File: src/pss_pkg.sv
// Shared types and constants of the job scheduler.
package pss_pkg;

    localparam int NUM_SLOTS  = 16;
    localparam int BURST_BITS = 16;
    localparam int SLOT_BITS  = (NUM_SLOTS > 1) ? $clog2(NUM_SLOTS) : 1;
    localparam int CNT_RAW    = $clog2(NUM_SLOTS + 1);
    localparam int CNT_BITS   = (CNT_RAW > 5) ? CNT_RAW : 5;
    localparam int TICK_BITS  = (BURST_BITS > 16) ? BURST_BITS : 16;
    localparam int TIME_BITS  = 20;
    localparam int SUM_BITS   = ((TICK_BITS > TIME_BITS) ? TICK_BITS : TIME_BITS) + 1;
    localparam logic [TIME_BITS-1:0] TIME_MAX = {TIME_BITS{1'b1}};

    typedef logic [1:0] t_mode;
    localparam t_mode MODE_RR   = 2'd0;
    localparam t_mode MODE_PRIO = 2'd1;
    localparam t_mode MODE_SJF  = 2'd2;

    localparam logic OP_LOAD = 1'b0;
    localparam logic OP_STEP = 1'b1;

    typedef logic [1:0] t_reg_idx;
    localparam t_reg_idx REG_MODE    = 2'd0;
    localparam t_reg_idx REG_QUANTUM = 2'd1;
    localparam t_reg_idx REG_COUNT   = 2'd2;

    typedef enum logic [1:0] {
        ST_IDLE,
        ST_SCAN,
        ST_FIN
    } t_state;

    typedef struct packed {
        logic        operation;
        logic [3:0]  slot;
        logic [15:0] load_burst;
        logic [7:0]  load_priority;
    } t_in_item;

    typedef struct packed {
        logic [3:0]  ran_slot;
        logic [15:0] ran_ticks;
        logic [19:0] finish_time;
        logic        job_done;
        logic        all_done;
    } t_out_item;

    // Contents of one slot cell.
    typedef struct packed {
        logic [BURST_BITS-1:0] burst;
        logic [7:0]            prio;
    } t_cell;

    // Scan control from the sequencer to the pick unit.
    typedef struct packed {
        logic                 clear;
        logic                 step;
        t_mode                mode;
        logic [SLOT_BITS-1:0] start;
        logic [SLOT_BITS-1:0] idx;
        logic [CNT_BITS-1:0]  n_use;
    } t_scan_ctl;

    // Decision handed back by the pick unit.
    typedef struct packed {
        logic                  found;
        logic [SLOT_BITS-1:0]  pick;
        logic [BURST_BITS-1:0] burst;
    } t_sel;

endpackage

File: src/pss_cell.sv
// One slot cell of the job ring: holds burst and priority, shifts to its neighbor.
module pss_cell import pss_pkg::*; (
    input  logic                  i_clk,
    input  logic                  i_rst_n,
    input  logic                  i_shift,
    input  t_cell                 i_next,
    input  logic                  i_load,
    input  t_cell                 i_load_data,
    input  logic                  i_sub,
    input  logic [BURST_BITS-1:0] i_sub_ticks,
    output t_cell                 o_cell
);

    t_cell r_cell;

    always_ff @(posedge i_clk) begin
        if (!i_rst_n) begin
            r_cell <= '0;
        end else if (i_load) begin
            r_cell <= i_load_data;
        end else if (i_shift) begin
            r_cell <= i_next;
        end else if (i_sub) begin
            r_cell.burst <= r_cell.burst - i_sub_ticks;
        end
    end

    assign o_cell = r_cell;

endmodule

File: src/pss_pick.sv
// Pick unit: watches the ring head one slot per cycle and keeps the best candidate.
module pss_pick import pss_pkg::*; (
    input  logic      i_clk,
    input  logic      i_rst_n,
    input  t_scan_ctl i_ctl,
    input  t_cell     i_head,
    output t_sel      o_sel
);

    logic                  r_found;
    logic [SLOT_BITS-1:0]  r_pick;
    logic [BURST_BITS-1:0] r_burst;
    logic [7:0]            r_prio;
    // first live slot at or after the rotation start (round robin only)
    logic                  r_hfound;
    logic [SLOT_BITS-1:0]  r_hpick;
    logic [BURST_BITS-1:0] r_hburst;

    logic live;
    logic is_rr;
    logic take_main;
    logic take_hi;

    always_comb begin
        live  = (CNT_BITS'(i_ctl.idx) < i_ctl.n_use) && (i_head.burst != '0);
        is_rr = (i_ctl.mode != MODE_PRIO) && (i_ctl.mode != MODE_SJF);
        unique case (i_ctl.mode)
            MODE_PRIO: take_main = live && (!r_found || i_head.prio > r_prio);
            MODE_SJF:  take_main = live && (!r_found || i_head.burst < r_burst);
            default:   take_main = live && !r_found;
        endcase
        take_hi = is_rr && live && !r_hfound && (i_ctl.idx >= i_ctl.start);
    end

    always_ff @(posedge i_clk) begin
        if (!i_rst_n) begin
            r_found  <= 1'b0;
            r_hfound <= 1'b0;
        end else if (i_ctl.clear) begin
            r_found  <= 1'b0;
            r_hfound <= 1'b0;
        end else if (i_ctl.step) begin
            if (take_main) r_found  <= 1'b1;
            if (take_hi)   r_hfound <= 1'b1;
        end
    end

    always_ff @(posedge i_clk) begin
        if (i_ctl.step && take_main) begin
            r_pick  <= i_ctl.idx;
            r_burst <= i_head.burst;
            r_prio  <= i_head.prio;
        end
        if (i_ctl.step && take_hi) begin
            r_hpick  <= i_ctl.idx;
            r_hburst <= i_head.burst;
        end
    end

    // Round robin wraps to the first live slot when none sits at or after the start.
    always_comb begin
        if (r_hfound) begin
            o_sel.found = 1'b1;
            o_sel.pick  = r_hpick;
            o_sel.burst = r_hburst;
        end else begin
            o_sel.found = r_found;
            o_sel.pick  = r_pick;
            o_sel.burst = r_burst;
        end
    end

endmodule

File: src/process_scheduler_rr_prio_sjf.sv
// Top level of the job scheduler: slot ring, scan sequencer, decision and result.
// Step beat: accepted with start; ST_SCAN turns the slot ring once past the pick unit,
// one slot per cycle, ST_FIN applies the decision, and the result strobe is registered.
// Busy holds off new items meanwhile; a new item may start the cycle the strobe shows.
// Load beat: no result, busy never rises. The receiver cannot stall.
// Reset (synchronous, active low) clears all slots, time, pointer and config to defaults.
module process_scheduler_rr_prio_sjf import pss_pkg::*; (
    input  logic        i_clk,
    input  logic        i_rst_n,
    input  logic        start,
    output logic        busy,
    input  t_in_item    i_item,
    output logic        o_valid,
    output t_out_item   o_result,
    input  logic        i_cfg_we,
    input  t_reg_idx    i_cfg_idx,
    input  logic [15:0] i_cfg_data
);

    // ---------------- configuration registers ----------------
    t_mode       r_mode;
    logic [15:0] r_quantum;
    logic [4:0]  r_count;

    always_ff @(posedge i_clk) begin
        if (!i_rst_n) begin
            r_mode    <= MODE_RR;
            r_quantum <= 16'd1;
            r_count   <= 5'd1;
        end else if (i_cfg_we) begin
            unique case (i_cfg_idx)
                REG_MODE:    r_mode    <= i_cfg_data[1:0];
                REG_QUANTUM: r_quantum <= i_cfg_data;
                REG_COUNT:   r_count   <= i_cfg_data[4:0];
                default:     ;  // unmapped index: ignored
            endcase
        end
    end

    // ---------------- sequencer ----------------
    t_state               r_state, n_state;
    logic [SLOT_BITS-1:0] r_idx, n_idx;
    logic                 accept;
    logic                 acc_load;
    logic                 acc_step;
    logic                 shift;
    logic                 fin;

    assign accept   = start && !busy;
    assign acc_load = accept && (i_item.operation == OP_LOAD);
    assign acc_step = accept && (i_item.operation == OP_STEP);

    always_ff @(posedge i_clk) begin
        if (!i_rst_n) begin
            r_state <= ST_IDLE;
            r_idx   <= '0;
        end else begin
            r_state <= n_state;
            r_idx   <= n_idx;
        end
    end

    always_comb begin
        n_state = r_state;
        n_idx   = r_idx;
        busy    = 1'b0;
        shift   = 1'b0;
        fin     = 1'b0;
        unique case (r_state)
            ST_IDLE: begin
                if (acc_step) begin
                    n_state = ST_SCAN;
                    n_idx   = '0;
                end
            end
            ST_SCAN: begin
                busy  = 1'b1;
                shift = 1'b1;
                n_idx = r_idx + 1'b1;
                // ring is back in place after NUM_SLOTS shifts
                if (r_idx == SLOT_BITS'(NUM_SLOTS - 1)) begin
                    n_state = ST_FIN;
                    n_idx   = '0;
                end
            end
            ST_FIN: begin
                busy    = 1'b1;
                fin     = 1'b1;
                n_state = ST_IDLE;
            end
            default: n_state = ST_IDLE;
        endcase
    end

    // ---------------- schedule state ----------------
    logic [TIME_BITS-1:0] r_time;
    logic [SLOT_BITS-1:0] r_ptr;
    logic [CNT_BITS-1:0]  n_use;
    logic [SLOT_BITS-1:0] start_slot;

    // count above the table size uses the whole table
    assign n_use = (CNT_BITS'(r_count) > CNT_BITS'(NUM_SLOTS)) ?
                   CNT_BITS'(NUM_SLOTS) : CNT_BITS'(r_count);
    // stale pointer past the slots in use restarts at slot zero
    assign start_slot = (CNT_BITS'(r_ptr) < n_use) ? r_ptr : '0;

    // ---------------- slot ring ----------------
    t_cell                 cells [NUM_SLOTS];
    t_cell                 load_data;
    t_sel                  sel;
    logic [TICK_BITS-1:0]  ticks;
    logic [BURST_BITS-1:0] sub_ticks;

    assign load_data.burst = BURST_BITS'(i_item.load_burst);
    assign load_data.prio  = i_item.load_priority;
    assign sub_ticks       = BURST_BITS'(ticks);

    for (genvar k = 0; k < NUM_SLOTS; k++) begin : g_cell
        // slot k+1 hands its contents down; the head wraps to the tail
        pss_cell u_cell (
            .i_clk       (i_clk),
            .i_rst_n     (i_rst_n),
            .i_shift     (shift),
            .i_next      (cells[(k + 1) % NUM_SLOTS]),
            .i_load      (acc_load && (32'(i_item.slot) == k)),
            .i_load_data (load_data),
            .i_sub       (fin && sel.found && (sel.pick == SLOT_BITS'(k))),
            .i_sub_ticks (sub_ticks),
            .o_cell      (cells[k])
        );
    end

    // ---------------- pick unit ----------------
    t_scan_ctl ctl;

    always_comb begin
        ctl.clear = acc_step;
        ctl.step  = shift;
        ctl.mode  = r_mode;
        ctl.start = start_slot;
        ctl.idx   = r_idx;
        ctl.n_use = n_use;
    end

    pss_pick u_pick (
        .i_clk   (i_clk),
        .i_rst_n (i_rst_n),
        .i_ctl   (ctl),
        .i_head  (cells[0]),
        .o_sel   (sel)
    );

    // ---------------- decision and result ----------------
    logic                  is_rr;
    logic [15:0]           quantum;
    logic [BURST_BITS-1:0] left;
    logic [SUM_BITS-1:0]   sum;
    logic [TIME_BITS-1:0]  time_next;
    logic [CNT_BITS-1:0]   pick_inc;

    always_comb begin
        is_rr   = (r_mode != MODE_PRIO) && (r_mode != MODE_SJF);
        quantum = (r_quantum == '0) ? 16'd1 : r_quantum;  // zero quantum acts as one
        if (is_rr) begin
            ticks = (TICK_BITS'(sel.burst) < TICK_BITS'(quantum)) ?
                    TICK_BITS'(sel.burst) : TICK_BITS'(quantum);
        end else begin
            ticks = TICK_BITS'(1);
        end
        left      = sel.burst - sub_ticks;
        sum       = SUM_BITS'(r_time) + SUM_BITS'(ticks);
        time_next = (sum > SUM_BITS'(TIME_MAX)) ? TIME_MAX : TIME_BITS'(sum);
        pick_inc  = CNT_BITS'(sel.pick) + CNT_BITS'(1);
    end

    always_ff @(posedge i_clk) begin
        if (!i_rst_n) begin
            r_time <= '0;
            r_ptr  <= '0;
        end else if (acc_load) begin
            r_time <= '0;
            r_ptr  <= '0;
        end else if (fin && sel.found) begin
            r_time <= time_next;
            if (is_rr) begin
                r_ptr <= (pick_inc >= n_use) ? '0 : SLOT_BITS'(pick_inc);
            end
        end
    end

    logic r_valid;

    always_ff @(posedge i_clk) begin
        if (!i_rst_n) begin
            r_valid <= 1'b0;
        end else begin
            r_valid <= fin;
        end
    end

    always_ff @(posedge i_clk) begin
        if (fin) begin
            if (sel.found) begin
                o_result.ran_slot    <= 4'(sel.pick);
                o_result.ran_ticks   <= 16'(ticks);
                o_result.finish_time <= time_next;
                o_result.job_done    <= (left == '0);
                o_result.all_done    <= 1'b0;
            end else begin
                // nothing live: idle report at unchanged time
                o_result.ran_slot    <= '0;
                o_result.ran_ticks   <= '0;
                o_result.finish_time <= r_time;
                o_result.job_done    <= 1'b0;
                o_result.all_done    <= 1'b1;
            end
        end
    end

    assign o_valid = r_valid;

endmodule

File: config.mk
export PLATFORM = sky130hd
export DESIGN_NAME = process_scheduler_rr_prio_sjf
export DESIGN_NICKNAME = d
export VERILOG_FILES = /design/src/pss_pkg.sv /design/src/pss_cell.sv /design/src/pss_pick.sv /design/src/process_scheduler_rr_prio_sjf.sv
export SDC_FILE = /design/constraint.sdc
export NUM_CORES = 2
export LEC_CHECK = 0
export BUFFER_PORTS_ARGS = -buffer_cell sky130_fd_sc_hd__buf_2
export CAP_MARGIN = 20
export CORE_MARGIN = 1
export CORE_UTILIZATION = 45
export DETAILED_ROUTE_END_ITERATION = 6
export GPL_ROUTABILITY_DRIVEN = 0
export PLACE_DENSITY_LB_ADDON = 0.12
export SLEW_MARGIN = 20
export SYNTH_ARGS = -nofsm -noshare
export SYNTH_HDL_FRONTEND = slang
export SYNTH_HIERARCHICAL = 1
export SYNTH_SLANG_ARGS = --single-unit
export TNS_END_PERCENT = 100
File: constraint.sdc
create_clock -name i_clk -period 15 [get_ports i_clk]
set_clock_uncertainty 0.15 [all_clocks]
set_input_delay 1.5 -clock i_clk [delete_from_list [all_inputs] [get_ports i_clk]]
set_output_delay 1.5 -clock i_clk [all_outputs]
set_load 0.02 [all_outputs]
# Yosys cells after proc, flatten, opt, wreduce, memory -nomap -nowiden
# Index checks and enable logic that the tools add are counted.
[totals]
ff_bits = 530
latchBits = 0
ramBits = 0
mem_bits_ro = 0
input_bits = 51
output_inout_bits = 44
wordCells = 309
mem_count = 0
[op_classes]
add_sub_neg = 20
multipliers = 0
div_mod_pow = 0
n_lt_le_gt_ge = 9
n_eq_ne = 41
n_shift = 0
n_mux = 83
bitwise_logic = 2
reduce_logical = 102
[op_table]
columns = ["operator", "n"]
rows = [
  ["2-to-1 mux 16 bit", 35],
  ["2-to-1 mux 24 bit", 16],
  ["subtractor 16 bit", 17],
  ["2-to-1 mux 8 bit", 16],
  ["equality test 4 bit, second input constant", 17],
  ["nonzero test 3 bit", 16],
  ["logical AND 1 bit", 46],
  ["nonzero test 2 bit", 17],
  ["equality test 4 x 3 -> 1 bit, second input constant", 8],
  ["zero test 16 bit", 2],
  ["< comparator 16 bit", 2],
  ["2-to-1 mux 22 bit", 1],
  ["adder 20 x 16 -> 21 bit", 1],
  ["> comparator 21 x 20 -> 1 bit, second input constant", 1],
  ["2-to-1 mux 21 bit", 1],
  ["2-to-1 mux 20 bit", 1],
  ["equality test 4 x 2 -> 1 bit, second input constant", 4],
  ["2-to-1 mux 4 bit", 4],
  ["AND reduction 2 bit", 8],
  ["nonzero test 16 bit", 1],
  ["< comparator 4 x 5 -> 1 bit", 2],
  ["equality test 4 x 1 -> 1 bit, second input constant", 2],
  ["> comparator 8 bit", 1],
  ["zero test 4 bit", 2],
  ["20 further kinds", 36],
]

# Depth between registers and ports, before layout
[depth]
depth_word = 9
ltp_mapped = 25
depth_no_buf = 21

# By module
# Netlist, hierarchy kept.
[by_module_without_submodules]
columns = ["module", "instances", "cells_each", "area_per_inst_um2", "seq_area_each_um2"]
rows = [
  ["pss_cell (g_cell[1].u_cell ...)", 9, 274, 2042.0, 480.5],
  ["pss_cell (g_cell[0].u_cell ...)", 7, 281, 2113.3, 480.5],
  ["process_scheduler_rr_prio_sjf", 1, 747, 6354.8, 2342.2],
  ["pss_pick", 1, 209, 2565.0, 1481.4],
]

# Least setup slack after synthesis
# OpenSTA, ideal clock, no wires.
[synth_path]
kind = "reg-to-reg"
start = "reg u_pick.r_hfound"
end = "reg o_result[10] (netlist name) (data pin)"
setup_time_ns = 0.146
t_arrival_ns = 7.195
t_required_ns = 14.704
slack_ns = 7.509
stages_incl_launch_ff = 25
path_buffers = 5
synth_period_minus_slack_ns = 7.491
path_cell_list = "dfxtp_1 -> clkbuf_1 -> clkbuf_1 -> nand2_1 -> o21ai_0 -> ha_1 -> nand4_1 -> a211oi_1 -> a211o_1 -> a211o_1 -> buf_6 -> buf_2 -> mux2i_1 -> nor2_1 -> inv_1 -> fa_1 -> nor2b_1 -> o21ai_0 -> a21boi_0 -> o21ai_0 -> o211a_1 -> nor3_1 -> buf_2 -> nor2_1 -> a21oi_1"
[synth_rtl]
columns = ["item", "line_no", "text"]
rows = [
  ["start: declaration", "pss_pick.sv:15", "logic r_hfound;"],
  ["start signal: assignment", "pss_pick.sv:38", "r_hfound <= 1'b0;"],
  ["start signal: assignment", "pss_pick.sv:41", "r_hfound <= 1'b0;"],
  ["start signal: assignment", "pss_pick.sv:44", "if (take_hi) r_hfound <= 1'b1;"],
  ["end: declaration", "process_scheduler_rr_prio_sjf.sv:14", "output t_out_item o_result,"],
]

==> flow_summary.yaml <==
critical_path:
  path_buf_inv: 3
  end_kind: "flip-flop"
  worstSetupStartpointType: "flip-flop"
  critPathMaxStageDelay_ns: 0.75
  cp_top_family: "compound AO/OA/AOI/OAI gates"
  required_ns: 15.32
  crit_type: "flip-flop to flip-flop"
  worst_path_max_delay_cell: "a211o_1"
  crit_chain: "buf_4, o21ai_0, ha_1, nand4_1, a211oi_1, a211o_1, a211o_1, o21ai_0, nand2b_2, ha_1, inv_1, fa_1, nor2b_1, o21ai_0, a21boi_0, o21ai_0, o211a_1, nor3_1, buf_4, nor2_1, a21oi_1"
  critPathMaxFanout: 32
  path_common_cell: "o21ai_0"
  critPathArrivalTime_ns: 7.35
layout:
  drive_gt1_share_pct: 8.74
  regArea_um2: 11500
  nets: 5705
  mostFrequentLayoutCell: "nand2_1"
  syn_to_final_growth_pct: 8.32
  multiInputGateArea_um2: 27600
  fin_cells: 6602
  mostFrequentLayoutCells: "nand2_1, inv_1, nor2_1"
  final.fill_count: 9158
die:
  die_h_um: 308
  io-pin-count: 95
  die_w_um: 308
  core_um2: 92200
  initial_core_util_pct: 45.6
  row_count: 111
  dieArea_um2: 94800
synthesis:
  yosysWarnings: 6
  synth_compound_area_share_pct: 25.6
  postSynthAreaPerCell_um2: 7.81
  yosysSeqAreaShare_pct: 27.3
  synth_top_family_by_area: "compound AO/OA/AOI/OAI gates"
  synth_mux_area_share_pct: 5.02
  synthCells: 5389
  synthesis.area_um2: 42100
  synthSimpleGateAreaFrac_pct: 19.9
  synth_edf_count: 90
  synthFlopType: "dfxtp_1"
  async_flop_share_pct: 0
  synth_fp_nets: 5790
  synth-adder-area-share_pct: 10.7
  ys_seq_elements: 530
  ys_types: 93
  synth_xor_area_share_pct: 3.77
sta:
  fmax_mhz: 142
  maxSlewHeadroom_pct: 24.2
  hold_viol: 0
  slew_violations: 0
  rsz0062_at_grt: "false"
  setup_viol: 0
  post-route-period-util_pct: 46.9
  worst_pin_slew_ns: 1.13
  fin_setup_tns_ns: 0
  setup_ws_ns: 7.97
  fin_hold_ws_ns: 0.325
  min_period_ns: 7.03
clocking:
  cts_hold_buf: 0
  cts_buffer_depth: 3
  cts_sinks: 530
  numCtsBuffers: 67
  cts_tree: "yes"
  htree_levels: 3
  clk_latency_ns: 0.65
  cts.reportedPaths.clkPinSlew_ns: 0.06
  root_buffer: "clkbuf_16"
  cts_resized: 0
  cts_setup_buffers: 0
drt:
  ant_nets: 0
  wire_per_inst_um: 20.8
  num_vias: 38803
  drt-pass1-iter-count: 5
  wl_um: 137000
  drc_errors: 0
  post_drt_via_cell_ratio: 5.88
  drt_iter0_drc: 3412
global_route:
  grt_max_degree: 131
  grt_pass1_vias: 35543
  grt_overflow_total: 0
  grt_pass1_wl_um: 210000
  grt_usage_pct: 28.2
  antenna_found_initial: 10
run:
  maxCapViolCount: 0
run_status:
  status: "finished, final reports clean"
power:
  p_leak_nw: 18.2
  combPwrFrac_pct: 51.0
  powerDensity_nw_per_um2: 154
  power_frac_clock_pct: 24.2
  internal-power_mw: 4.01
  p_sw_share_pct: 42.9
  max-vdd-ir-drop_v: 0.0000712
  power.total_mw: 7.01
  p_switching_mw: 3.01
  power_frac_seq_pct: 24.8
placed_design:
  dpl.hpwl_um: 94000
  dp_slack_ns: 7.93
  portBuffers: 94
  dp_cells: 6478
hold_path:
  hp-class: "flip-flop to flip-flop"
==> synth_stat cells, drive strengths merged, types with 15 or more instances <==
library cell	instances	area, um2
or3	30	188
ha	333	4170
edfxtp	90	2700
o211ai	124	966
nor3b	54	440
and2	123	769
buf	103	603
a21o	91	751
o21a	31	233
xor2	115	1010
a21oi	464	2470
inv	483	1810
xnor2	66	578
o22ai	23	144
o41ai	15	184
clkbuf	191	787
fa	17	340
nand2	603	2280
o311ai	89	787
o21ai	406	2060
nand3	91	490
and2b	25	188
and4	17	149
dfxtp	440	8810
nand2b	52	325
a221oi	17	223
and3	29	190
nor2b	53	437
o221ai	25	219
nor2	477	1840
o2111ai	48	477
mux2i	202	2020
nor3	65	360
a221o	26	260
nand4	51	319
a211oi	35	303
a31oi	113	707
or4	16	120
==> layer usage <==
layer | GRT usage, % | vias to the layer above | wire length [um]
met2 | 45.4 | 1078 | 61800
li1 | - | 19153 | -
met3 | 4.06 | 208 | 8260
met4 | 8.25 | 6 | 3690
met1 | 38.9 | 18358 | 63300
met5 | 0 | - | 36
==> state kept, by name (all words and copies together) (netlist names) <==
name	count
r_mode	2
u_pick/r_hburst	16
u_pick/r_burst	16
r_ptr	4
o_valid	1
u_pick/r_prio	8
r_state	2
u_pick/r_hpick	4
o_result	42
r_quantum	16
r_count	5
r_time	20
g_cell.u_cell/o_cell	384
r_idx	4
u_pick/r_found	1
u_pick/r_hfound	1
u_pick/r_pick	4
==> tightest hold or removal path, cell delays in order (launching register included) <==
cell     delay [ns]
dfxtp_1        0.32
nand3_1        0.07
nand2_1        0.04
==> worst paths after layout <==
kind,from,endpoint,slack [ns],depth (start not counted)
worst max-delay path,u_pick/r_hfound,o_result[11],7.97,21
worst min-delay path,g_cell[6].u_cell/o_cell[14],g_cell[6].u_cell/o_cell[14],0.33,2
worst max register to register,u_pick/r_hfound,o_result[11],7.97,21
worst min register to register,g_cell[6].u_cell/o_cell[14],g_cell[6].u_cell/o_cell[14],0.33,2
==> cell families after synthesis <==
kind of cell               after synthesis
muxes                                  210
buffers and inverters                  778
DFF                                    530
and+or+nand+nor                       1719
xor gates and xnor gates               181
AOI/OAI and AO/OA                     1621
adders and majority gates              350
==> power groups by stage <==
stage	combinational, mW	clock (mW)	sequential (mW)
6_report	3.58	1.70	1.74
5_1_grt	3.94	1.78	1.75
4_1_cts	3.53	1.73	1.74
3_5_place_dp	3.51	0	1.77
3_3_place_gp	3.48	0	1.77
2_1_floorplan	2.70	0	1.76
==> metrics by stage <==
stage | utilization [%] | instance area [um2]
after floorplan | - | 42100
after global placement | 47.0 | 43300
after detailed placement | 47.0 | 43300
after CTS | 49.4 | 45600
after global routing | 49.4 | 45600
final | 49.4 | 45600
==> layout make-up <==
class | instances | share of cell area [%]
Antenna cell | 4 | 0.0220
Inverter | 484 | 3.98
Timing Repair Buffer | 140 | 1.81
Tap cell | 1243 | 3.41
Clock inverter | 16 | 0.541
Clock buffer | 104 | 4.45
Multi-Input combinational cell | 4081 | 60.5
Sequential cell | 530 | 25.2
No activity file was read; power rests on OpenSTA's default activity.
